## src/rtl/wsfo_pkg.sv

```systemverilog
// package for wheel speed frame odometry: widths, codes, cordic angle table
// no dependencies
package wsfo_pkg;

   localparam int CordicStepsDef = 16;
   localparam int FracBitsDef    = 16;

   localparam logic [7:0]  CrcPoly      = 8'h8C;
   localparam logic [31:0] TickReset    = 32'd4295;
   localparam logic [30:0] InvTrkReset  = 31'd436180;
   localparam logic [34:0] CordicGain   = 35'd652032874;
   localparam logic [31:0] RadToBam     = 32'd683565276;

   localparam logic OP_BYTE = 1'b0;
   localparam logic OP_TICK = 1'b1;

   localparam logic CSR_TICK = 1'b0;
   localparam logic CSR_ITW  = 1'b1;

   typedef struct packed {
      logic [31:0] pos_x;
      logic [31:0] pos_y;
      logic [15:0] heading;
      logic [31:0] lin_vel;
      logic [31:0] ang_vel;
   } pose_type;

   function automatic logic [31:0] atan_bam(input logic [4:0] i);
      case (i)
         5'd0:  atan_bam = 32'h20000000;  5'd1:  atan_bam = 32'h12E4051D;
         5'd2:  atan_bam = 32'h09FB385B;  5'd3:  atan_bam = 32'h051111D4;
         5'd4:  atan_bam = 32'h028B0D43;  5'd5:  atan_bam = 32'h0145D7E1;
         5'd6:  atan_bam = 32'h00A2F61E;  5'd7:  atan_bam = 32'h00517C55;
         5'd8:  atan_bam = 32'h0028BE53;  5'd9:  atan_bam = 32'h00145F2E;
         5'd10: atan_bam = 32'h000A2F98;  5'd11: atan_bam = 32'h000517CC;
         5'd12: atan_bam = 32'h00028BE6;  5'd13: atan_bam = 32'h000145F3;
         5'd14: atan_bam = 32'h0000A2F9;  5'd15: atan_bam = 32'h0000517C;
         5'd16: atan_bam = 32'h000028BE;  5'd17: atan_bam = 32'h0000145F;
         5'd18: atan_bam = 32'h00000A2F;  5'd19: atan_bam = 32'h00000517;
         5'd20: atan_bam = 32'h0000028B;  5'd21: atan_bam = 32'h00000145;
         5'd22: atan_bam = 32'h000000A2;  5'd23: atan_bam = 32'h00000051;
         default: atan_bam = 32'h0;
      endcase
   endfunction

   // 32-bit range saturation of a 66-bit signed value
   function automatic logic [31:0] sat32(input logic signed [65:0] v);
      if (v > 66'sd2147483647) sat32 = 32'h7FFFFFFF;
      else if (v < -66'sd2147483648) sat32 = 32'h80000000;
      else sat32 = v[31:0];
   endfunction

   // sign and magnitude (magnitude up to 2^32) to saturated 32-bit
   function automatic logic [31:0] signed_sat(input logic neg, input logic [63:0] mag);
      if (neg) signed_sat = (mag >= 64'h80000000) ? 32'h80000000 : 32'(-mag);
      else     signed_sat = (mag >= 64'h7FFFFFFF) ? 32'h7FFFFFFF : mag[31:0];
   endfunction

endpackage

```

## src/rtl/wsfo_cordic.sv

```systemverilog
// iterative cordic rotation, one micro-rotation per cycle
// depends on wsfo_pkg
module wsfo_cordic #(
   parameter int CORDIC_STEPS = wsfo_pkg::CordicStepsDef
) (
   input  logic               clock,
   input  logic               reset,
   input  logic               start,
   input  logic [15:0]        angle,
   output logic               done,
   output logic signed [34:0] cos_q30,
   output logic signed [34:0] sin_q30
);
   import wsfo_pkg::*;

   localparam int Steps = (CORDIC_STEPS < 24) ? CORDIC_STEPS : 24;

   logic signed [34:0] x_ff, x_in, y_ff, y_in;
   logic signed [33:0] z_ff, z_in;
   logic [4:0] i_ff, i_in;
   logic busy_ff, busy_in, done_ff, done_in, flip_ff, flip_in;
   logic [31:0] zu;
   logic signed [34:0] xs, ys;

   always_comb begin
      zu = {angle, 16'd0};
      xs = x_ff >>> i_ff;
      ys = y_ff >>> i_ff;
      x_in = x_ff; y_in = y_ff; z_in = z_ff; i_in = i_ff;
      busy_in = busy_ff; done_in = 1'b0; flip_in = flip_ff;
      if (start) begin
         flip_in = zu[31] ^ zu[30];
         zu = zu + (flip_in ? 32'h80000000 : 32'd0);
         z_in = 34'(signed'(zu));
         x_in = CordicGain; y_in = 35'sd0; i_in = 5'd0; busy_in = 1'b1;
      end else if (busy_ff) begin
         if (!z_ff[33]) begin
            x_in = x_ff - ys; y_in = y_ff + xs; z_in = z_ff - 34'(atan_bam(i_ff));
         end else begin
            x_in = x_ff + ys; y_in = y_ff - xs; z_in = z_ff + 34'(atan_bam(i_ff));
         end
         i_in = i_ff + 5'd1;
         if (i_ff == 5'(Steps - 1)) begin
            busy_in = 1'b0; done_in = 1'b1;
         end
      end
   end

   always_ff @(posedge clock) begin
      if (reset) begin
         busy_ff <= 1'b0; done_ff <= 1'b0;
      end else begin
         busy_ff <= busy_in; done_ff <= done_in;
      end
      x_ff <= x_in; y_ff <= y_in; z_ff <= z_in; i_ff <= i_in; flip_ff <= flip_in;
   end

   assign done = done_ff;
   assign cos_q30 = flip_ff ? -x_ff : x_ff;
   assign sin_q30 = flip_ff ? -y_ff : y_ff;
endmodule

```

## config.mk

```make
export PLATFORM = sky130hd
export DESIGN_NAME = wsfo_cordic
export DESIGN_NICKNAME = d
export VERILOG_FILES = /design/src/rtl/wsfo_pkg.sv /design/src/rtl/wsfo_cordic.sv
export SDC_FILE = /design/constraint.sdc
export NUM_CORES = 1
export LEC_CHECK = 0
export ABC_AREA = 1
export BUFFER_PORTS_ARGS = -buffer_cell sky130_fd_sc_hd__buf_2
export CORE_AREA = 2 2 237 239
export CTS_CLUSTER_SIZE = 24
export DETAILED_ROUTE_END_ITERATION = 10
export DIE_AREA = 0 0 239 241
export PLACE_DENSITY = 0.46
export SETUP_SLACK_MARGIN = 0.4
export SLEW_MARGIN = 20
export SYNTH_ARGS = -nofsm -noshare
export SYNTH_HDL_FRONTEND = slang
export SYNTH_SLANG_ARGS = --single-unit
```

## constraint.sdc

```tcl
create_clock -name clock -period 9.25 [get_ports clock]
set_clock_uncertainty 0.15 [all_clocks]
set_input_delay 0.4625 -clock clock [delete_from_list [all_inputs] [get_ports clock]]
set_output_delay 0.4625 -clock clock [all_outputs]
set_load 0.02 [all_outputs]
```

==> results of run 1 <==
-- worst min-delay path: stages --
cell	delay, ns
buf_2	0.07
nand2_1	0.05
nand2_1	0.05
-- power groups by stage --
stage / combinational (mW) / clock (mW) / sequential [mW]
finish: 6.03 / 0.769 / 1.23
global route: 6.81 / 0.818 / 1.27
CTS: 6.00 / 0.793 / 1.23
detailed placement: 5.97 / 0 / 1.24
global placement: 5.97 / 0 / 1.24
floorplan: 4.58 / 0 / 1.03
-- cell usage after synthesis, types with 3 or more instances --
| cell type | number |
|---|---|
| o211ai_1 | 9 |
| clkbuf_1 | 61 |
| nor2_2 | 9 |
| fa_1 | 3 |
| a32oi_1 | 3 |
| nor2_1 | 286 |
| xor2_1 | 127 |
| a221oi_1 | 3 |
| nand2_1 | 787 |
| o221ai_1 | 6 |
| a21oi_1 | 178 |
| o21ai_1 | 12 |
| o21bai_1 | 7 |
| inv_2 | 10 |
| or2_2 | 24 |
| edfxtp_1 | 35 |
| nor3_2 | 4 |
| xnor2_1 | 64 |
| a31oi_1 | 28 |
| buf_6 | 6 |
| dfxtp_1 | 107 |
| buf_4 | 7 |
| nor3_1 | 42 |
| o21ai_2 | 3 |
| o21ai_0 | 167 |
| a21o_1 | 9 |
| nand2_2 | 4 |
| nor4_1 | 10 |
| a41oi_1 | 4 |
| o31ai_1 | 5 |
| buf_1 | 24 |
| o22ai_1 | 28 |
| a211oi_1 | 3 |
| ha_1 | 115 |
| nand3_1 | 466 |
| a21boi_0 | 4 |
| o21a_1 | 15 |
| buf_2 | 24 |
| nand3b_1 | 5 |
| inv_1 | 264 |
| a22oi_1 | 5 |
| nand4_1 | 23 |
-- cell type report --
class | instances | area (µm²) | share of cell area
timing repair buffer | 109 | 598 | 0.0306
tap | 704 | 881 | 0.0451
inverter | 276 | 1040 | 0.0531
clock inverter | 15 | 193 | 0.00986
multi-input combinational | 2478 | 13200 | 0.676
clock buffer | 17 | 425 | 0.0218
sequential | 142 | 3200 | 0.164
-- logic make-up after synthesis --
logic type,after synthesis,share of synthesized area
flops,142,0.178
buf+inv,398,0.0887
compound gates,502,0.160
fa+ha+maj,118,0.0834
simple gates,1667,0.398
xor+xnor,191,0.0930
-- stage by stage --
step                      setup WS (ns)   util  std cells  hold WS (ns)  power, mW
after floorplan                    4.91      -       3018         0.347       5.61
after global routing               1.61  0.356       3741        0.0700       8.89
after global placement             2.67  0.344       3708         0.424       7.21
final                              2.32  0.356       3741        0.0818       8.03
after detailed placement           2.73  0.344       3708         0.426       7.21
after CTS                          2.71  0.356       3741        0.0487       8.02
-- layer usage --
layer | vias up | global-route usage
li1 | 10200 | -
met3 | 66 | 0.0325
met5 | - | 0
met2 | 538 | 0.366
met1 | 9301 | 0.349
met4 | 0 | 0.0653
-- worst max path at each step --
stage	from	end	slack, ns	cells past startpoint
3_3_place_gp	i_ff[0]$_SDFFE_PP0P_	x_ff[32]$_SDFFE_PP0P_	2.67	30
4_1_cts	i_ff[0]$_SDFFE_PP0P_	x_ff[32]$_SDFFE_PP0P_	2.71	30
3_5_place_dp	i_ff[0]$_SDFFE_PP0P_	x_ff[32]$_SDFFE_PP0P_	2.73	30
2_1_floorplan	i_ff[0]$_SDFFE_PP0P_	x_ff[32]$_SDFFE_PP0P_	4.91	32
6_report	i_ff[0]$_SDFFE_PP0P_	x_ff[32]$_SDFFE_PP0P_	2.32	30
5_1_grt	i_ff[0]$_SDFFE_PP0P_	x_ff[32]$_SDFFE_PP0P_	1.61	30
-- what timing repair did --
| action | CTS | global route |
|---|---|---|
| hold buffers | 1 | 0 |
| endpoints found under the hold margin | 2 | 0 |
| buffers inserted | 0 | 0 |
==> metrics.yaml, run 1 <==
clockBufferDepth: 2
power_frac_seq: 0.153
vias: 20100
run_status: "complete, no violations"
pin_count: 90
syn-cell-area_um2: 18000
met3_length_mm: 3.37
swShare: 0.579
die_h_um: 241
mostFrequentLayoutCells: "787 x nand2_1, 466 x nand3_1, 284 x nor2_1, 261 x inv_1, 178 x a21oi_1"
drcViolationCount: 0
hold_path_end: "z_ff[23]$_DFFE_PP_"
place_area_um2: 18900
yosys-top-cells-area: "nand2_1 16%, nand3_1 13%, dfxtp_1 12%, ha_1 8.0%, xor2_1 6.2%"
synth_nets: 3155
crit_family: "simple AND/OR/NAND/NOR gates"
drive_above_1_share: 0.0701
criticalPathCategory: "register to register"
synth_cell_types: 58
min_path_type: "input pin to register"
grt_usage: 0.239
grt_pass1_wl_mm: 107
drt_iter0_markers: 1996
critPathCaptureType: "register"
start_kind: "register"
clockRootBuffer: "clkbuf_16"
slowest_delay_ns: 0.93
clkSlewWorstSetupHoldPaths_ns: 0.07
vias_per_cell: 5.36
fillers: 6200
p_clk_frac: 0.096
clock-sinks: 142
wl_met2_mm: 29.5
finalInstanceArea_um2: 19500
wl_mm: 68.7
fp-row-count: 86
worst_slew_pin_slew_ns: 1.05
required_ns: 9.50
antenna_left: 0
port_buffers: 89
r2r_cells: 30
ir_drop_uv: 253
critPathBufInv: 3
met1_length_mm: 34.5
ys_warn_count: 0
dieArea_um2: 57600
syn_area_per_cell_um2: 5.96
core_um2: 54900
cp.arrival_ns: 7.18
min_path_cells: 3
synth_enable_flop_cells: 35
path_max_fanout: 77
mostFrequentLayoutCell: "nand2_1"
layout_min_cycle_time_ns: 6.93
drt_pass1_iterations: 6
grt_pass1_vias: 18800
p_int_mw: 3.38
fin_nets: 3161
routabilityCongestion: 0.929
syn_inst: 3018
hold_violations: 0
p_sw_mw: 4.65
grt-ovfl-total: 0
combPwrFrac: 0.751
yosys_register_bits: 142
worstHoldStart: "angle[7]"
initial_utilization: 0.328
cp_common_cell: "nand2_1"
cts_made_buffers: 17
synth_top_area_frac: 0.164
r2r_start: "i_ff[0]$_SDFFE_PP0P_"
fin_crit_sh: 0.750
yosys.area.top_type: "nand2_1"
ys_seq_area_frac: 0.178
cts_tree: "yes"
clk_latency_ns: 0.51
hpwl_mm: 54.2
drv_slew: 0
rsz0062_at_grt: "false"
post_drt_wl_per_cell_um: 18.4
crit_path_top_delay_cell: "clkinv_2"
cts_max_level: 4
synthArstFlopShare: 0
chipWidth_um: 239
ctsResizeCount: 0
setup_violations: 0
routed.top_layer: "met4"
p_per_area_nw_per_um2: 411
area_growth_pct: 8.64
slew_headroom: 0.301
antenna_found_initial: 0
grt_start_max_net_pins: 78
num_antenna_cells: 0
fin_tns_setup_ns: 0
regToRegSetupSlack_ns: 2.32
leakage_nw: 9.45
timing.rr.end: "x_ff[32]$_SDFFE_PP0P_"
cap_violations: 0
timing.fmax_ghz: 0.144
yosys_most_used_dff: "dfxtp_1"
(Power assumes the default switching activity.)
==> inputs of run 2 (changes only) <==
clock period = 6.4 ns   (was 9.25 ns; I/O delays follow)
==> metrics.yaml, run 2 (synthesized netlist as in run 1, its figures left out) <==
routabilityCongestion: 0.937  # was 0.929
setup_violations: 0  # unchanged
run_status: "complete, no violations"  # unchanged
fp-row-count: 86  # unchanged
p_sw_mw: 6.68  # was 4.65 mW
ir_drop_uv: 338  # was 253 µV
grt_pass1_vias: 19000  # was 18800
fin_crit_sh: 0.871  # was 0.750
clockRootBuffer: "clkbuf_16"  # unchanged
drcViolationCount: 0  # unchanged
clock-sinks: 142  # unchanged
core_um2: 54900  # unchanged
crit_path_top_delay_cell: "o21ai_0"  # was clkinv_2
p_per_area_nw_per_um2: 586  # was 411 nW/µm²
post_drt_wl_per_cell_um: 18.4  # about the same
die_h_um: 241  # unchanged
port_buffers: 89  # unchanged
fin_tns_setup_ns: 0  # unchanged
layout_min_cycle_time_ns: 5.57  # was 6.93 ns
chipWidth_um: 239  # unchanged
vias: 20200  # was 20100
num_antenna_cells: 0  # unchanged
p_int_mw: 4.89  # was 3.38 mW
min_path_type: "input pin to register"  # unchanged
criticalPathCategory: "register to register"  # unchanged
drt_pass1_iterations: 5  # was 6
cp_common_cell: "nand2_1"  # unchanged
worst_slew_pin_slew_ns: 1.08  # was 1.05 ns
critPathCaptureType: "register"  # unchanged
area_growth_pct: 9.95  # was 8.64%
drv_slew: 0  # unchanged
mostFrequentLayoutCells: "787 x nand2_1, 466 x nand3_1, 284 x nor2_1, 261 x inv_1, 178 x a21oi_1"  # unchanged
power_frac_seq: 0.152  # was 0.153
p_clk_frac: 0.091  # was 0.096
mostFrequentLayoutCell: "nand2_1"  # unchanged
dieArea_um2: 57600  # unchanged
hold_violations: 0  # unchanged
fillers: 6177  # was 6200
p_total_mw: 11.6  # was 8.03 mW
path_max_fanout: 41  # was 77
vias_per_cell: 5.37  # was 5.36
antenna_found_initial: 0  # unchanged
fin_nets: 3187  # was 3161
required_ns: 6.63  # was 9.50 ns
drive_above_1_share: 0.0741  # was 0.0701
pin_count: 90  # unchanged
grt_pass1_wl_mm: 107  # about the same
cts_max_level: 4  # unchanged
cts_setup_buffers: 0  # unchanged
combPwrFrac: 0.757  # was 0.751
rsz0062_at_grt: "false"  # unchanged
clockBufferDepth: 2  # unchanged
crit_family: "simple AND/OR/NAND/NOR gates"  # unchanged
cts_made_buffers: 17  # unchanged
clk_latency_ns: 0.50  # was 0.51 ns
clkSlewWorstSetupHoldPaths_ns: 0.07  # about the same
grt_usage: 0.240  # was 0.239
timing.fmax_ghz: 0.179  # was 0.144 GHz
antenna_left: 0  # unchanged
hpwl_mm: 55.1  # was 54.2 mm
critPathBufInv: 3  # unchanged
cap_violations: 0  # unchanged
slew_headroom: 0.278  # was 0.301
leakage_nw: 9.58  # was 9.45 nW
hold_ws_ns: 0.0518  # was 0.0818 ns
drt_iter0_markers: 1745  # was 1996
start_kind: "register"  # unchanged
initial_utilization: 0.328  # unchanged
wl_mm: 69.3  # was 68.7 mm
swShare: 0.577  # was 0.579
slowest_delay_ns: 0.44  # was 0.93 ns
cp.arrival_ns: 5.81  # was 7.18 ns
cts_tree: "yes"  # unchanged
grt-ovfl-total: 0  # unchanged
grt_start_max_net_pins: 64  # was 78
==> run 2: cell count changes in the layout (fill, tap and decap cells not counted) <==
cell           change
inv_2              +1
clkinv_8           -1
nor4b_1            -1
dlygate4sd3_1     +13
nor4b_2            +1
buf_4             +11
clkinvlp_4         -1
buf_12             +2
clkinv_4           +4
clkbuf_8           +3
inv_8              -3
bufinv_16          -1
inv_6              -2
==> run 2: layer usage <==
metal / global-route usage / up-vias / share of wire
li1: - / 10200 / -
met5: 0 / - / 0
met1: 0.345 / 9384 / 0.50
met2: 0.379 / 565 / 0.44
met4: 0.0633 / 0 / 0.018
met3: 0.0273 / 64 / 0.048
==> run 2: path summary, 6_finish.rpt <==
kind | startpoint | endpoint | slack (ns) | cells past startpoint
worst max-delay path | i_ff[1]$_SDFFE_PP0P_ | y_ff[30]$_SDFFE_PP0P_ | 0.83 | 27
worst min-delay path | angle[1] | z_ff[17]$_DFFE_PP_ | 0.05 | 3
worst max register to register | i_ff[1]$_SDFFE_PP0P_ | y_ff[30]$_SDFFE_PP0P_ | 0.83 | 27
worst min register to register | x_ff[0]$_SDFFE_PP0P_ | x_ff[0]$_SDFFE_PP0P_ | 0.44 | 2
==> run 2: worst min-delay path, cell delays in order <==
cell and delay (ns):
buf_2 0.11, nand2_1 0.09, nand2_1 0.07
==> run 2: timing repair <==
item	CTS	global route
setup endpoints to repair	0	5
resized for setup	0	1
hold buffers	14	0
endpoints found under the hold margin	15	0
==> run 2: stage by stage <==
| stage | utilization | instance area, µm² | std cells | setup slack [ns] |
|---|---|---|---|---|
| floorplan | - | 18000 | 3018 | 2.06 |
| global placement | 0.347 | 19000 | 3721 | 0.686 |
| detailed placement | 0.347 | 19000 | 3721 | 0.666 |
| CTS | 0.360 | 19800 | 3767 | 0.629 |
| global route | 0.360 | 19800 | 3767 | 0.409 |
| finish | 0.360 | 19800 | 3767 | 0.827 |
==> run 2: final cells by class <==
cell class	count	area [µm²]	area share
Multi-Input combinational cell	2478	13200	0.668
Sequential cell	142	3200	0.162
Inverter	276	1040	0.0524
Tap cell	704	881	0.0446
Timing Repair Buffer	135	851	0.0430
Clock buffer	20	467	0.0236
Clock inverter	12	128	0.00646
==> run 2: power groups by stage <==
stage	clock (mW)	sequential, mW	combinational [mW]
final	1.05	1.76	8.76
after global routing	1.12	1.80	9.90
after CTS	1.08	1.75	8.72
after detailed placement	0	1.77	8.66
after global placement	0	1.77	8.67
after floorplan	0	1.50	6.62
