<file path="config.mk">
export PLATFORM = sky130hd
export DESIGN_NAME = wsfo_mul
export DESIGN_NICKNAME = d
export VERILOG_FILES = /design/src/rtl/wsfo_pkg.sv /design/src/rtl/wsfo_mul.sv
export SDC_FILE = /design/constraint.sdc
export NUM_CORES = 1
export LEC_CHECK = 0
export BUFFER_PORTS_ARGS = -buffer_cell sky130_fd_sc_hd__clkbuf_2
export CORE_UTILIZATION = 65
export DETAILED_ROUTE_END_ITERATION = 6
export PLACE_DENSITY_LB_ADDON = 0.2
export SYNTH_ARGS = -nofsm -noshare
export SYNTH_HDL_FRONTEND = slang
export SYNTH_SLANG_ARGS = --single-unit
</file>
<file path="constraint.sdc">
create_clock -name clock -period 11.7 [get_ports clock]
set_clock_uncertainty 0.1 [all_clocks]
set_input_delay 2.34 -clock clock [delete_from_list [all_inputs] [get_ports clock]]
set_output_delay 2.34 -clock clock [all_outputs]
set_load 0.02 [all_outputs]
</file>
<file path="src/rtl/wsfo_pkg.sv">
// package for wheel speed frame odometry: widths, codes, cordic angle table
// no dependencies
package wsfo_pkg;

   localparam int CordicStepsDef = 16;
   localparam int FracBitsDef    = 16;

   localparam logic [7:0]  CrcPoly      = 8'h8C;
   localparam logic [31:0] TickReset    = 32'd4295;
   localparam logic [30:0] InvTrkReset  = 31'd436180;
   localparam logic [34:0] CordicGain   = 35'd652032874;
   localparam logic [31:0] RadToBam     = 32'd683565276;

   localparam logic OP_BYTE = 1'b0;
   localparam logic OP_TICK = 1'b1;

   localparam logic CSR_TICK = 1'b0;
   localparam logic CSR_ITW  = 1'b1;

   typedef struct packed {
      logic [31:0] pos_x;
      logic [31:0] pos_y;
      logic [15:0] heading;
      logic [31:0] lin_vel;
      logic [31:0] ang_vel;
   } pose_type;

   function automatic logic [31:0] atan_bam(input logic [4:0] i);
      case (i)
         5'd0:  atan_bam = 32'h20000000;  5'd1:  atan_bam = 32'h12E4051D;
         5'd2:  atan_bam = 32'h09FB385B;  5'd3:  atan_bam = 32'h051111D4;
         5'd4:  atan_bam = 32'h028B0D43;  5'd5:  atan_bam = 32'h0145D7E1;
         5'd6:  atan_bam = 32'h00A2F61E;  5'd7:  atan_bam = 32'h00517C55;
         5'd8:  atan_bam = 32'h0028BE53;  5'd9:  atan_bam = 32'h00145F2E;
         5'd10: atan_bam = 32'h000A2F98;  5'd11: atan_bam = 32'h000517CC;
         5'd12: atan_bam = 32'h00028BE6;  5'd13: atan_bam = 32'h000145F3;
         5'd14: atan_bam = 32'h0000A2F9;  5'd15: atan_bam = 32'h0000517C;
         5'd16: atan_bam = 32'h000028BE;  5'd17: atan_bam = 32'h0000145F;
         5'd18: atan_bam = 32'h00000A2F;  5'd19: atan_bam = 32'h00000517;
         5'd20: atan_bam = 32'h0000028B;  5'd21: atan_bam = 32'h00000145;
         5'd22: atan_bam = 32'h000000A2;  5'd23: atan_bam = 32'h00000051;
         default: atan_bam = 32'h0;
      endcase
   endfunction

   // 32-bit range saturation of a 66-bit signed value
   function automatic logic [31:0] sat32(input logic signed [65:0] v);
      if (v > 66'sd2147483647) sat32 = 32'h7FFFFFFF;
      else if (v < -66'sd2147483648) sat32 = 32'h80000000;
      else sat32 = v[31:0];
   endfunction

   // sign and magnitude (magnitude up to 2^32) to saturated 32-bit
   function automatic logic [31:0] signed_sat(input logic neg, input logic [63:0] mag);
      if (neg) signed_sat = (mag >= 64'h80000000) ? 32'h80000000 : 32'(-mag);
      else     signed_sat = (mag >= 64'h7FFFFFFF) ? 32'h7FFFFFFF : mag[31:0];
   endfunction

endpackage

</file>
<file path="src/rtl/wsfo_mul.sv">
// shift-add serial multiplier, 2 multiplier bits per cycle, unsigned
// depends on wsfo_pkg
module wsfo_mul (
   input  logic        clock,
   input  logic        reset,
   input  logic        start,
   input  logic [63:0] a,
   input  logic [31:0] b,
   output logic        done,
   output logic [95:0] prod
);
   import wsfo_pkg::*;

   logic [95:0] acc_ff, acc_in;
   logic [95:0] ash_ff, ash_in;
   logic [31:0] b_ff, b_in;
   logic [4:0]  cnt_ff, cnt_in;
   logic        busy_ff, busy_in;
   logic        done_ff, done_in;
   logic [95:0] part;

   always_comb begin
      part = (b_ff[0] ? ash_ff : 96'd0) + (b_ff[1] ? {ash_ff[94:0], 1'b0} : 96'd0);
      acc_in = acc_ff; ash_in = ash_ff; b_in = b_ff;
      cnt_in = cnt_ff; busy_in = busy_ff; done_in = 1'b0;
      if (start) begin
         acc_in = 96'd0; ash_in = {32'd0, a}; b_in = b;
         cnt_in = 5'd0; busy_in = 1'b1;
      end else if (busy_ff) begin
         acc_in = acc_ff + part;
         ash_in = {ash_ff[93:0], 2'b00};
         b_in = {2'b00, b_ff[31:2]};
         cnt_in = cnt_ff + 5'd1;
         if (cnt_ff == 5'd15) begin
            busy_in = 1'b0; done_in = 1'b1;
         end
      end
   end

   always_ff @(posedge clock) begin
      if (reset) begin
         busy_ff <= 1'b0; done_ff <= 1'b0; cnt_ff <= 5'd0;
      end else begin
         busy_ff <= busy_in; done_ff <= done_in; cnt_ff <= cnt_in;
      end
      acc_ff <= acc_in; ash_ff <= ash_in; b_ff <= b_in;
   end

   assign done = done_ff;
   assign prod = acc_ff;
endmodule

</file>
==> metrics.txt, run 1 <==
# TYPE chip_impl_metric gauge
chip_impl_metric{name="p_seq_share",unit="%"} 32.0
chip_impl_metric{name="via_count",unit=""} 15030
chip_impl_metric{name="tns",unit="ns"} 0
chip_impl_metric{name="number_of_flops_mapped_to_enable_cells_by_yosys",unit=""} 96
chip_impl_metric{name="total_detailed_routing_wirelength",unit="um"} 46760
chip_impl_metric{name="final_max_slew_viol_count",unit=""} 0
chip_impl_info{name="leading_post_synthesis_cells_by_instance_count",value="sky130_fd_sc_hd__and2_1 (206), sky130_fd_sc_hd__nor2_1 (175), sky130_fd_sc_hd__a21oi_1 (151)"} 1
chip_impl_metric{name="detail_route.vias_per_cell",unit=""} 6.261
chip_impl_metric{name="ys.warnings.count",unit=""} 0
chip_impl_metric{name="cellPowerDensity",unit="nW/um^2"} 162.0
chip_impl_metric{name="io_buffers",unit=""} 195
chip_impl_metric{name="overflow",unit=""} 0
chip_impl_metric{name="p_sw",unit="W"} 0.001237
chip_impl_metric{name="die_area",unit="um^2"} 28120
chip_impl_metric{name="drive_gt1_share",unit="%"} 18.03
chip_impl_metric{name="drt-wirelength-per-cell",unit="um"} 19.48
chip_impl_metric{name="route.antenna.remaining_nets",unit=""} 0
chip_impl_metric{name="final_core_util",unit="%"} 73.93
chip_impl_metric{name="final_area",unit="um^2"} 19920
chip_impl_metric{name="share_of_flip_flops_with_an_asynchronous_set_or_reset_after_synthesis",unit="%"} 0
chip_impl_metric{name="htree_num_levels",unit=""} 1
chip_impl_metric{name="nNetsFinal",unit=""} 2327
chip_impl_info{name="top_count_cell_post_synth",value="sky130_fd_sc_hd__and2_1"} 1
chip_impl_metric{name="chipWidth",unit="um"} 167.7
chip_impl_metric{name="cts.reportedPaths.clkPinSlew",unit="ns"} 0.06
chip_impl_metric{name="firstDrtPassIters",unit=""} 6
chip_impl_metric{name="synth_area_per_cell",unit="um^2"} 9.362
chip_impl_metric{name="ys_seq_area_share",unit="%"} 31.30
chip_impl_info{name="setup.worst_path.class",value="flop to flop"} 1
chip_impl_metric{name="slowest_delay",unit="ns"} 0.69
chip_impl_metric{name="switching_power_share_of_the_total",unit="%"} 38.32
chip_impl_metric{name="clockBufferDepth",unit=""} 3
chip_impl_metric{name="maxCapViolations",unit=""} 0
chip_impl_metric{name="synth.ff_latch_count",unit=""} 231
chip_impl_info{name="cts.root.buffer_cell",value="sky130_fd_sc_hd__clkbuf_16"} 1
chip_impl_metric{name="cts_buffers",unit=""} 28
chip_impl_info{name="tritoncts",value="built"} 1
chip_impl_metric{name="first_global_vias",unit=""} 14660
chip_impl_info{name="ys_top_cells_by_area",value="sky130_fd_sc_hd__edfxtp_1 (16%), sky130_fd_sc_hd__dfxtp_1 (15%), sky130_fd_sc_hd__fa_1 (11%), sky130_fd_sc_hd__and2_1 (7.2%), sky130_fd_sc_hd__ha_1 (6.8%)"} 1
chip_impl_metric{name="p_comb_share",unit="%"} 39.1
chip_impl_metric{name="grt_first_pass_wirelength",unit="um"} 75630
chip_impl_info{name="unrepaired_setup_endpoints_after_global_routing",value="false"} 1
chip_impl_metric{name="syn2layout_area_growth",unit="%"} 11.66
chip_impl_metric{name="total_leakage_power",unit="nW"} 8.608
chip_impl_metric{name="final_hold_violating_endpoints",unit=""} 0
chip_impl_metric{name="mappedNetlistArea",unit="um^2"} 17840
chip_impl_info{name="hold_path.class",value="flop to flop"} 1
chip_impl_info{name="post-synth-top-area-cell",value="sky130_fd_sc_hd__edfxtp_1"} 1
chip_impl_metric{name="numClockSinks",unit=""} 231
chip_impl_metric{name="postCtsHoldBufs",unit=""} 0
chip_impl_metric{name="netlist-cell-type-count",unit=""} 80
chip_impl_metric{name="finalCriticalPeriod",unit="ns"} 5.323
chip_impl_metric{name="floorplan.io_pins",unit=""} 196
chip_impl_metric{name="worstSkewPairLatency",unit="ns"} 0.58
chip_impl_metric{name="grt_antenna_before_repair",unit=""} 3
chip_impl_metric{name="grtUsageTotal",unit="%"} 33.32
chip_impl_metric{name="setup_violations",unit=""} 0
chip_impl_metric{name="die_height",unit="um"} 167.7
chip_impl_metric{name="period_share",unit="%"} 45.50
chip_impl_info{name="crit_path_end_kind",value="flop"} 1
chip_impl_metric{name="irDropWorstVdd",unit="V"} 0.0002059
chip_impl_metric{name="num-fill-cells",unit=""} 1978
chip_impl_metric{name="cts_setup_buffers",unit=""} 0
chip_impl_metric{name="timing.fmax",unit="MHz"} 187.9
chip_impl_metric{name="coreArea",unit="um^2"} 26950
chip_impl_metric{name="critPathRequiredTime",unit="ns"} 12.09
chip_impl_metric{name="detail_route.iter0.violations",unit=""} 1045
chip_impl_metric{name="synth_nets",unit=""} 2197
chip_impl_metric{name="synth_top_area_share",unit="%"} 16.16
chip_impl_metric{name="remaining_drc_errors",unit=""} 0
chip_impl_info{name="postSynth.topFlopCell",value="sky130_fd_sc_hd__dfxtp_1"} 1
chip_impl_metric{name="worst_slew_pin_slew",unit="ns"} 1.020
chip_impl_metric{name="internal_power",unit="W"} 0.001990
chip_impl_metric{name="post-dp-hpwl",unit="um"} 34140
chip_impl_info{name="setup.worst_path.start_class",value="flop"} 1
chip_impl_metric{name="floorplan.rows",unit=""} 60
chip_impl_metric{name="clock_power_share",unit="%"} 28.9
chip_impl_info{name="cp_slowest_cell",value="sky130_fd_sc_hd__buf_4"} 1
chip_impl_metric{name="cts.repair.resized",unit=""} 0
chip_impl_metric{name="arrival_time_of_the_worst_setup_path",unit="ns"} 5.72
chip_impl_info{name="worstPathCellList",value="buf_4, nand2_1, fa_1, inv_1, ha_1, inv_1, fa_1, and2b_1, o2111ai_1, a211o_1, a21oi_1, o21a_1, o2111a_1, o211ai_1, a2111o_1, a211oi_1, a311o_1"} 1
chip_impl_metric{name="initial_cell_density_of_the_core",unit="%"} 66.21
chip_impl_metric{name="synthCells",unit=""} 1906
chip_impl_metric{name="grt_start_max_net_pins",unit=""} 97
chip_impl_metric{name="gp_congestion",unit=""} 0.9298
chip_impl_metric{name="detailed_place.area",unit="um^2"} 18920
chip_impl_metric{name="crit_path_max_fanout",unit=""} 96
chip_impl_info{name="status",value="completed"} 1
chip_impl_metric{name="max_slew_margin",unit="%"} 32.01
## cell usage in the layout, fill, tap and decap left out, types with 37 or more instances in the layout
cell type,count
sky130_fd_sc_hd__a21o_1,46
sky130_fd_sc_hd__a21oi_1,151
sky130_fd_sc_hd__and2_1,206
sky130_fd_sc_hd__clkbuf_2,194
sky130_fd_sc_hd__dfxtp_1,134
sky130_fd_sc_hd__edfxtp_1,96
sky130_fd_sc_hd__fa_1,95
sky130_fd_sc_hd__ha_1,97
sky130_fd_sc_hd__mux2_2,92
sky130_fd_sc_hd__mux2i_1,68
sky130_fd_sc_hd__nand2_1,131
sky130_fd_sc_hd__nand4_1,37
sky130_fd_sc_hd__nor2_1,173
sky130_fd_sc_hd__o21ai_0,92
sky130_fd_sc_hd__xnor2_1,48
## layer usage
layer / vias to the layer above / track usage (%) / share of wire (%)
li1: 7085 / - / -
met1: 7272 / 45.77 / 44
met2: 574 / 53.86 / 46
met3: 100 / 5.152 / 6.8
met4: 2 / 11.01 / 3.1
met5: - / 0 / 0.036
## worst paths after layout
path | slack [ns] | cells past startpoint | to | startpoint
hold reg to reg | 0.39 | 2 | cnt_ff[4] | cnt_ff[4]
setup reg to reg | 6.38 | 17 | prod[85] | b_ff[0]
setup / recovery | 6.38 | 17 | prod[85] | b_ff[0]
hold / removal | 0.39 | 2 | cnt_ff[4] | cnt_ff[4]
## area by class of cell
cell class	instances	area (um^2)	area share (%)
Clock buffer	34	743.2	3.730
Inverter	34	130.1	0.6531
Tap cell	341	426.7	2.141
Timing Repair Buffer	203	1042	5.231
Sequential cell	231	5589	28.05
Antenna cell	2	5.005	0.02512
Multi-Input combinational cell	1538	11740	58.91
Clock inverter	18	251.5	1.262
## registers in the layout (all words and copies together), names as in the netlist
register and cells:
prod 96, cnt_ff 5, ash_ff 96, b_ff 32
done 1, busy_ff 1
## power groups by stage
stage,Combinational [W],Sequential (W),Clock (W)
3_3_place_gp,0.00121,0.00105,0
4_1_cts,0.00125,0.00103,0.000942
2_1_floorplan,0.000884,0.00108,0
3_5_place_dp,0.00123,0.00105,0
5_1_grt,0.00139,0.00105,0.000966
6_report,0.00126,0.00103,0.000932
## metrics by stage
step / power [W] / hold slack, ns / instances / worst slack [ns]
after floorplan: 0.001963 / 0.3562 / 1906 / 6.287
final: 0.003227 / 0.3946 / 2401 / 6.377
after global placement: 0.002256 / 0.3685 / 2347 / 6.610
after detailed placement: 0.002281 / 0.3864 / 2347 / 6.472
after global routing: 0.003402 / 0.4312 / 2400 / 6.090
after CTS: 0.003221 / 0.3948 / 2399 / 6.438
## cell families (layout without fill, tap and decap cells)
group	count (synthesis)	count (layout)	synth area share (%)
and+or+nand+nor	666	666	18.97
AOI/OAI and AO/OA	442	442	15.85
DFF	231	231	31.30
adders and majority gates	192	192	17.46
muxes	160	160	9.621
buffers and inverters	137	289	2.966
xor gates and xnor gates	78	78	3.829
other	0	2	0
## critical path, delay by kind of cell, from the launching register on
family	cells	cell delay, ns
AO/OA/AOI/OAI	9	2.44
AND/OR/NAND/NOR	2	0.42
flip-flops	1	0.33
buffers and inverters	3	0.83
adder cells (fa/ha/maj)	3	1.08
No activity file was read; power rests on OpenSTA's default activity.
==> run 2: changes to the inputs <==
Settings changed: CORE_UTILIZATION 65 to 61.
Clock period 11.7 ns to 5 ns, I/O delays scaled along.
==> run 2 against run 1 <==
Global-route usage decreased by 1.8 points. Non-clock buffer count increased by 22. Sequential cell count unchanged. Critical path depth decreased by 1. Clock power increased by 110%. Worst setup slack got worse by 6.0 ns. Die area increased by 6.5%. Final cell count increased by 2.5%. Critical endpoint is now prod[58].
==> metrics.txt, run 2 (synthesized netlist as in run 1, its figures left out) <==
# TYPE chip_impl_metric gauge
chip_impl_info{name="status",value="completed"} 1
chip_impl_metric{name="period_share",unit="%"} 93.42
chip_impl_info{name="mostFrequentLayoutCells",value="sky130_fd_sc_hd__and2_1 (206), sky130_fd_sc_hd__clkbuf_2 (194), sky130_fd_sc_hd__nor2_1 (174), sky130_fd_sc_hd__a21oi_1 (151), sky130_fd_sc_hd__dfxtp_1 (134)"} 1
chip_impl_metric{name="overflow",unit=""} 0
chip_impl_metric{name="cts.reportedPaths.clkPinSlew",unit="ns"} 0.06
chip_impl_metric{name="antenna_cells",unit=""} 0
chip_impl_metric{name="total_leakage_power",unit="nW"} 8.663
chip_impl_metric{name="io_buffers",unit=""} 195
chip_impl_metric{name="gp_congestion",unit=""} 0.9437
chip_impl_info{name="setup.worst_path.class",value="flop to flop"} 1
chip_impl_metric{name="cts.repair.resized",unit=""} 0
chip_impl_info{name="cts.root.buffer_cell",value="sky130_fd_sc_hd__clkbuf_16"} 1
chip_impl_info{name="unrepaired_setup_endpoints_after_global_routing",value="false"} 1
chip_impl_metric{name="final_hold_violating_endpoints",unit=""} 0
chip_impl_metric{name="via_count",unit=""} 14900
chip_impl_metric{name="coreArea",unit="um^2"} 28700
chip_impl_metric{name="crit_path_max_fanout",unit=""} 10
chip_impl_metric{name="tns",unit="ns"} 0
chip_impl_info{name="setup.worst_path.start_class",value="flop"} 1
chip_impl_metric{name="irDropWorstVdd",unit="V"} 0.0003809
chip_impl_metric{name="final_max_slew_viol_count",unit=""} 0
chip_impl_metric{name="floorplan.rows",unit=""} 62
chip_impl_metric{name="remaining_drc_errors",unit=""} 0
chip_impl_metric{name="initial_cell_density_of_the_core",unit="%"} 62.17
chip_impl_metric{name="dp.cells",unit=""} 2406
chip_impl_metric{name="firstDrtPassIters",unit=""} 6
chip_impl_metric{name="syn2layout_area_growth",unit="%"} 12.37
chip_impl_metric{name="final_area",unit="um^2"} 20050
chip_impl_metric{name="maxCapViolations",unit=""} 0
chip_impl_metric{name="ff_latch_area",unit="um^2"} 5589
chip_impl_info{name="hold_path.class",value="flop to flop"} 1
chip_impl_metric{name="chipWidth",unit="um"} 173.0
chip_impl_metric{name="cellPowerDensity",unit="nW/um^2"} 368.1
chip_impl_metric{name="die_area",unit="um^2"} 29940
chip_impl_metric{name="grt_first_pass_wirelength",unit="um"} 76620
chip_impl_metric{name="worst_slew_pin_slew",unit="ns"} 0.8861
chip_impl_metric{name="detail_route.vias_per_cell",unit=""} 6.058
chip_impl_metric{name="num-fill-cells",unit=""} 2285
chip_impl_metric{name="htree_num_levels",unit=""} 1
chip_impl_metric{name="detail_route.iter0.violations",unit=""} 1240
chip_impl_metric{name="grt_start_max_net_pins",unit=""} 95
chip_impl_metric{name="instances_no_fill",unit=""} 2460
chip_impl_metric{name="critPathRequiredTime",unit="ns"} 5.30
chip_impl_metric{name="max_slew_margin",unit="%"} 40.93
chip_impl_metric{name="timing.fmax",unit="MHz"} 214.1
chip_impl_info{name="final_common_cell",value="sky130_fd_sc_hd__and2_1"} 1
chip_impl_metric{name="detailed_place.area",unit="um^2"} 19130
chip_impl_info{name="tritoncts",value="built"} 1
chip_impl_metric{name="floorplan.io_pins",unit=""} 196
chip_impl_metric{name="grtUsageTotal",unit="%"} 31.51
chip_impl_metric{name="setup_violations",unit=""} 0
chip_impl_metric{name="drt-wirelength-per-cell",unit="um"} 19.12
chip_impl_metric{name="die_height",unit="um"} 173.0
chip_impl_metric{name="clockBufferDepth",unit=""} 3
chip_impl_metric{name="arrival_time_of_the_worst_setup_path",unit="ns"} 4.97
chip_impl_metric{name="finalCriticalPeriod",unit="ns"} 4.671
chip_impl_metric{name="post-dp-hpwl",unit="um"} 35860
chip_impl_metric{name="drive_gt1_share",unit="%"} 18.59
chip_impl_metric{name="first_global_vias",unit=""} 14720
chip_impl_metric{name="nNetsFinal",unit=""} 2347
chip_impl_metric{name="grt_antenna_before_repair",unit=""} 2
chip_impl_info{name="crit_path_end_kind",value="flop"} 1
chip_impl_metric{name="worstSkewPairLatency",unit="ns"} 0.55
chip_impl_metric{name="total_detailed_routing_wirelength",unit="um"} 47040
chip_impl_metric{name="route.antenna.remaining_nets",unit=""} 0
chip_impl_metric{name="cts_buffers",unit=""} 26
chip_impl_metric{name="numClockSinks",unit=""} 231
chip_impl_metric{name="multiInputGateArea",unit="um^2"} 11730
## run 2: changes by cell type in the layout (fill, tap and decap cells not counted), sizes merged
| cell | before | now |
|---|---|---|
| clkbuf | 228 | 227 |
| diode | 2 | 0 |
| buf | 9 | 31 |
| clkinv | 10 | 9 |
| clkinvlp | 2 | 3 |
| inv | 35 | 34 |
| bufinv | 5 | 3 |
## run 2: routing by layer
| layer | global-route usage [%] | part of all wire, % |
|---|---|---|
| met4 | 9.440 | 2.8 |
| met5 | 0 | 0.060 |
| met3 | 5.805 | 7.2 |
| met2 | 49.55 | 45 |
| met1 | 44.25 | 45 |
## run 2: power breakdown
| group | switching [W] | internal (W) |
|---|---|---|
| combinational | 0.00183 | 0.00117 |
| clock | 0.000804 | 0.00116 |
| sequential | 0.000225 | 0.00219 |
| total | 0.00286 | 0.00452 |
## run 2: area by class of cell
| cell class | instances | share of cell area [%] |
|---|---|---|
| sequential | 231 | 27.88 |
| clock inverter | 15 | 0.8362 |
| inverter | 34 | 0.6490 |
| tap | 384 | 2.396 |
| timing repair buffer | 225 | 6.209 |
| clock buffer | 33 | 3.526 |
| multi-input combinational | 1538 | 58.51 |
## run 2: worst max-delay path, stage by stage, from the launching register on
cell and delay, ns:
sky130_fd_sc_hd__edfxtp_1 0.49, sky130_fd_sc_hd__buf_4 0.22, sky130_fd_sc_hd__buf_4 0.14, sky130_fd_sc_hd__and2_1 0.14, sky130_fd_sc_hd__fa_1 0.43, sky130_fd_sc_hd__ha_1 0.37
sky130_fd_sc_hd__nand3_1 0.14, sky130_fd_sc_hd__nor4_1 0.41, sky130_fd_sc_hd__a221oi_1 0.14, sky130_fd_sc_hd__buf_4 0.17, sky130_fd_sc_hd__o211ai_2 0.25, sky130_fd_sc_hd__a21oi_2 0.17
sky130_fd_sc_hd__buf_4 0.18, sky130_fd_sc_hd__o41ai_1 0.59, sky130_fd_sc_hd__a21boi_0 0.29, sky130_fd_sc_hd__xor2_1 0.19, sky130_fd_sc_hd__o22ai_1 0.10
## run 2: path summary, 6_finish.rpt
path,start,end,slack [ns],depth (start not counted)
worst min register to register,cnt_ff[4],cnt_ff[4],0.39,2
worst min-delay path,cnt_ff[4],cnt_ff[4],0.39,2
worst max register to register,b_ff[1],prod[58],0.33,16
worst max-delay path,b_ff[1],prod[58],0.33,16
## run 2: timing repair
| action | in CTS | in global routing |
|---|---|---|
| hold buffers | 0 | 0 |
| setup buffers | 0 | 6 |
| endpoints found under the setup margin | 0 | 7 |
## run 2: stage by stage
| step | power [W] | utilization, % | worst slack (ns) | hold slack (ns) |
|---|---|---|---|---|
| after floorplan | 0.004593 | - | 0.5913 | 0.3562 |
| after global placement | 0.005342 | 66.65 | 0.3521 | 0.3681 |
| after detailed placement | 0.005392 | 66.65 | 0.2718 | 0.3805 |
| after CTS | 0.007380 | 69.70 | 0.2340 | 0.3908 |
| after global routing | 0.007836 | 69.86 | 0.06554 | 0.4313 |
| final | 0.007380 | 69.86 | 0.3292 | 0.3946 |
==> run 3: changes to the inputs <==
Settings changed: CORE_UTILIZATION 61 to 65, PLACE_DENSITY set to 0.87, PLACE_DENSITY_LB_ADDON 0.2 to not set.
Clock period 5 ns to 6 ns, I/O delays scaled along.
==> run 3 against run 2 <==
Sequential share of layout area rose by 0.33 points. First-iteration DRC count fell by 7.9%. Via count rose by 1.7%. Power decreased by 17%. Worst hold slack got worse by 0.0053 ns. Clock power shrank 17%. Cell area decreased by 1.2%. Critical endpoint is now prod[86]. Highest routed layer is now met4.
==> metrics.txt, run 3 (synthesized netlist as in run 1, its figures left out) <==
# TYPE chip_impl_metric gauge
chip_impl_info{name="status",value="completed"} 1
chip_impl_metric{name="total_leakage_power",unit="nW"} 8.567
chip_impl_metric{name="postCtsHoldBufs",unit=""} 0
chip_impl_metric{name="final_max_slew_viol_count",unit=""} 0
chip_impl_metric{name="cellPowerDensity",unit="nW/um^2"} 310.2
chip_impl_metric{name="total_detailed_routing_wirelength",unit="um"} 47970
chip_impl_metric{name="via_count",unit=""} 15150
chip_impl_metric{name="detail_route.iter0.violations",unit=""} 1142
chip_impl_metric{name="post-dp-hpwl",unit="um"} 34910
chip_impl_metric{name="max_slew_margin",unit="%"} 36.31
chip_impl_metric{name="floorplan.io_pins",unit=""} 196
chip_impl_metric{name="grt_antenna_before_repair",unit=""} 1
chip_impl_metric{name="worst_hold_slack",unit="ns"} 0.3893
chip_impl_metric{name="io_buffers",unit=""} 195
chip_impl_info{name="critical_path.most_common_cell",value="sky130_fd_sc_hd__o21ai_0"} 1
chip_impl_metric{name="initial_cell_density_of_the_core",unit="%"} 66.21
chip_impl_metric{name="drt-wirelength-per-cell",unit="um"} 20.01
chip_impl_metric{name="numClockSinks",unit=""} 231
chip_impl_metric{name="final_area",unit="um^2"} 19820
chip_impl_metric{name="route.antenna.remaining_nets",unit=""} 0
chip_impl_metric{name="nNetsFinal",unit=""} 2327
chip_impl_info{name="setup.worst_path.class",value="flop to flop"} 1
chip_impl_info{name="unrepaired_setup_endpoints_after_global_routing",value="false"} 1
chip_impl_info{name="worstPathCellList",value="buf_4, nand2_1, fa_1, inv_1, ha_1, a211oi_1, o21ai_1, a221oi_1, o211ai_2, a21oi_2, o21ai_2, a21oi_1, o21ai_0, xnor2_1, o21ai_0"} 1
chip_impl_info{name="hold_path.class",value="flop to flop"} 1
chip_impl_metric{name="critPathRequiredTime",unit="ns"} 6.31
chip_impl_metric{name="drive_gt1_share",unit="%"} 17.90
chip_impl_metric{name="cts.repair.resized",unit=""} 0
chip_impl_metric{name="maxCapViolations",unit=""} 0
chip_impl_metric{name="final_core_util",unit="%"} 73.53
chip_impl_metric{name="cts_setup_buffers",unit=""} 0
chip_impl_metric{name="finalCriticalPeriod",unit="ns"} 4.976
chip_impl_metric{name="first_global_vias",unit=""} 15150
chip_impl_metric{name="timing.fmax",unit="MHz"} 201.0
chip_impl_metric{name="htree_num_levels",unit=""} 1
chip_impl_info{name="tritoncts",value="built"} 1
chip_impl_metric{name="period_share",unit="%"} 82.93
chip_impl_info{name="cp_slowest_cell",value="sky130_fd_sc_hd__a221oi_1"} 1
chip_impl_metric{name="clockBufferDepth",unit=""} 3
chip_impl_metric{name="grtUsageTotal",unit="%"} 34.42
chip_impl_metric{name="floorplan.rows",unit=""} 60
chip_impl_metric{name="die_height",unit="um"} 167.7
chip_impl_metric{name="cts.reportedPaths.clkPinSlew",unit="ns"} 0.06
chip_impl_metric{name="gp_congestion",unit=""} 0.9270
chip_impl_metric{name="worst_slew_pin_slew",unit="ns"} 0.9553
chip_impl_metric{name="chipWidth",unit="um"} 167.7
chip_impl_metric{name="slowest_delay",unit="ns"} 0.58
chip_impl_metric{name="crit_path_max_fanout",unit=""} 53
chip_impl_metric{name="overflow",unit=""} 0
chip_impl_metric{name="instances_no_fill",unit=""} 2397
chip_impl_metric{name="coreArea",unit="um^2"} 26950
chip_impl_metric{name="cts_buffers",unit=""} 26
chip_impl_metric{name="syn2layout_area_growth",unit="%"} 11.06
chip_impl_metric{name="detail_route.vias_per_cell",unit=""} 6.320
chip_impl_metric{name="final_hold_violating_endpoints",unit=""} 0
chip_impl_metric{name="setup_violations",unit=""} 0
chip_impl_metric{name="grt_first_pass_wirelength",unit="um"} 78290
chip_impl_metric{name="tns",unit="ns"} 0
chip_impl_info{name="critPathTopFamily",value="compound AO/OA/AOI/OAI gates"} 1
chip_impl_info{name="mostFrequentLayoutCells",value="sky130_fd_sc_hd__and2_1 (206), sky130_fd_sc_hd__clkbuf_2 (194), sky130_fd_sc_hd__nor2_1 (174), sky130_fd_sc_hd__a21oi_1 (151), sky130_fd_sc_hd__dfxtp_1 (134)"} 1
chip_impl_metric{name="die_area",unit="um^2"} 28120
chip_impl_metric{name="grt_start_max_net_pins",unit=""} 137
chip_impl_metric{name="arrival_time_of_the_worst_setup_path",unit="ns"} 5.28
chip_impl_metric{name="worstSkewPairLatency",unit="ns"} 0.56
chip_impl_metric{name="detailed_place.area",unit="um^2"} 18950
chip_impl_metric{name="antenna_cells",unit=""} 0
chip_impl_metric{name="firstDrtPassIters",unit=""} 5
chip_impl_metric{name="irDropWorstVdd",unit="V"} 0.0003345
chip_impl_metric{name="critPathBufInv",unit=""} 2
chip_impl_metric{name="dp.cells",unit=""} 2349
chip_impl_info{name="crit_path_end_kind",value="flop"} 1
chip_impl_metric{name="remaining_drc_errors",unit=""} 0
chip_impl_info{name="setup.worst_path.start_class",value="flop"} 1
chip_impl_info{name="final_common_cell",value="sky130_fd_sc_hd__and2_1"} 1
chip_impl_info{name="cts.root.buffer_cell",value="sky130_fd_sc_hd__clkbuf_16"} 1
[run 3: cell types whose count changed in the layout (fill, tap and decap cells not counted), moves of 2 or more]
cell                         delta
sky130_fd_sc_hd__clkinvlp_4     -2
sky130_fd_sc_hd__buf_4         -18
sky130_fd_sc_hd__clkbuf_8       +2
sky130_fd_sc_hd__buf_12         -2
sky130_fd_sc_hd__clkinv_4       +2
[run 3: layout make-up]
type	instances	area [um^2]
Tap cell	341	426.7
Multi-Input combinational cell	1538	11730
Clock buffer	34	730.7
Clock inverter	14	136.4
Timing Repair Buffer	205	1070
Sequential cell	231	5589
Fill cell	2008	7134
Inverter	34	130.1
[run 3: per-layer routing]
metal / GRT usage (%) / share of wire [%] / up-vias
met5: 0 / 0 / -
met1: 46.09 / 42 / 7320
met2: 57.16 / 47 / 653
met3: 5.531 / 7.8 / 104
met4: 10.85 / 3.0 / 0
li1: - / - / 7071
[run 3: stage by stage]
stage | setup slack, ns | total power, W
floorplan | 1.591 | 0.003827
global placement | 1.192 | 0.004402
detailed placement | 1.102 | 0.004475
CTS | 1.115 | 0.006120
global route | 0.6660 | 0.006471
finish | 1.024 | 0.006147
[run 3: tightest hold or removal path, cell delays in order, from the launching register on]
cell and delay [ns]:
sky130_fd_sc_hd__dfxtp_1 0.31, sky130_fd_sc_hd__nor2_1 0.08, sky130_fd_sc_hd__a2111oi_0 0.05
[run 3: where the power goes]
group          internal, W  total (W)  switching (W)
combinational     0.000952    0.00251        0.00155
clock             0.000943    0.00162       0.000681
sequential         0.00183    0.00202       0.000187
total              0.00372    0.00615        0.00242
[run 3: path summary, 6_finish.rpt]
kind	startpoint	endpoint	slack [ns]	cells past startpoint
min	cnt_ff[4]	cnt_ff[4]	0.39	2
min reg2reg	cnt_ff[4]	cnt_ff[4]	0.39	2
max reg2reg	b_ff[0]	prod[86]	1.02	15
max	b_ff[0]	prod[86]	1.02	15
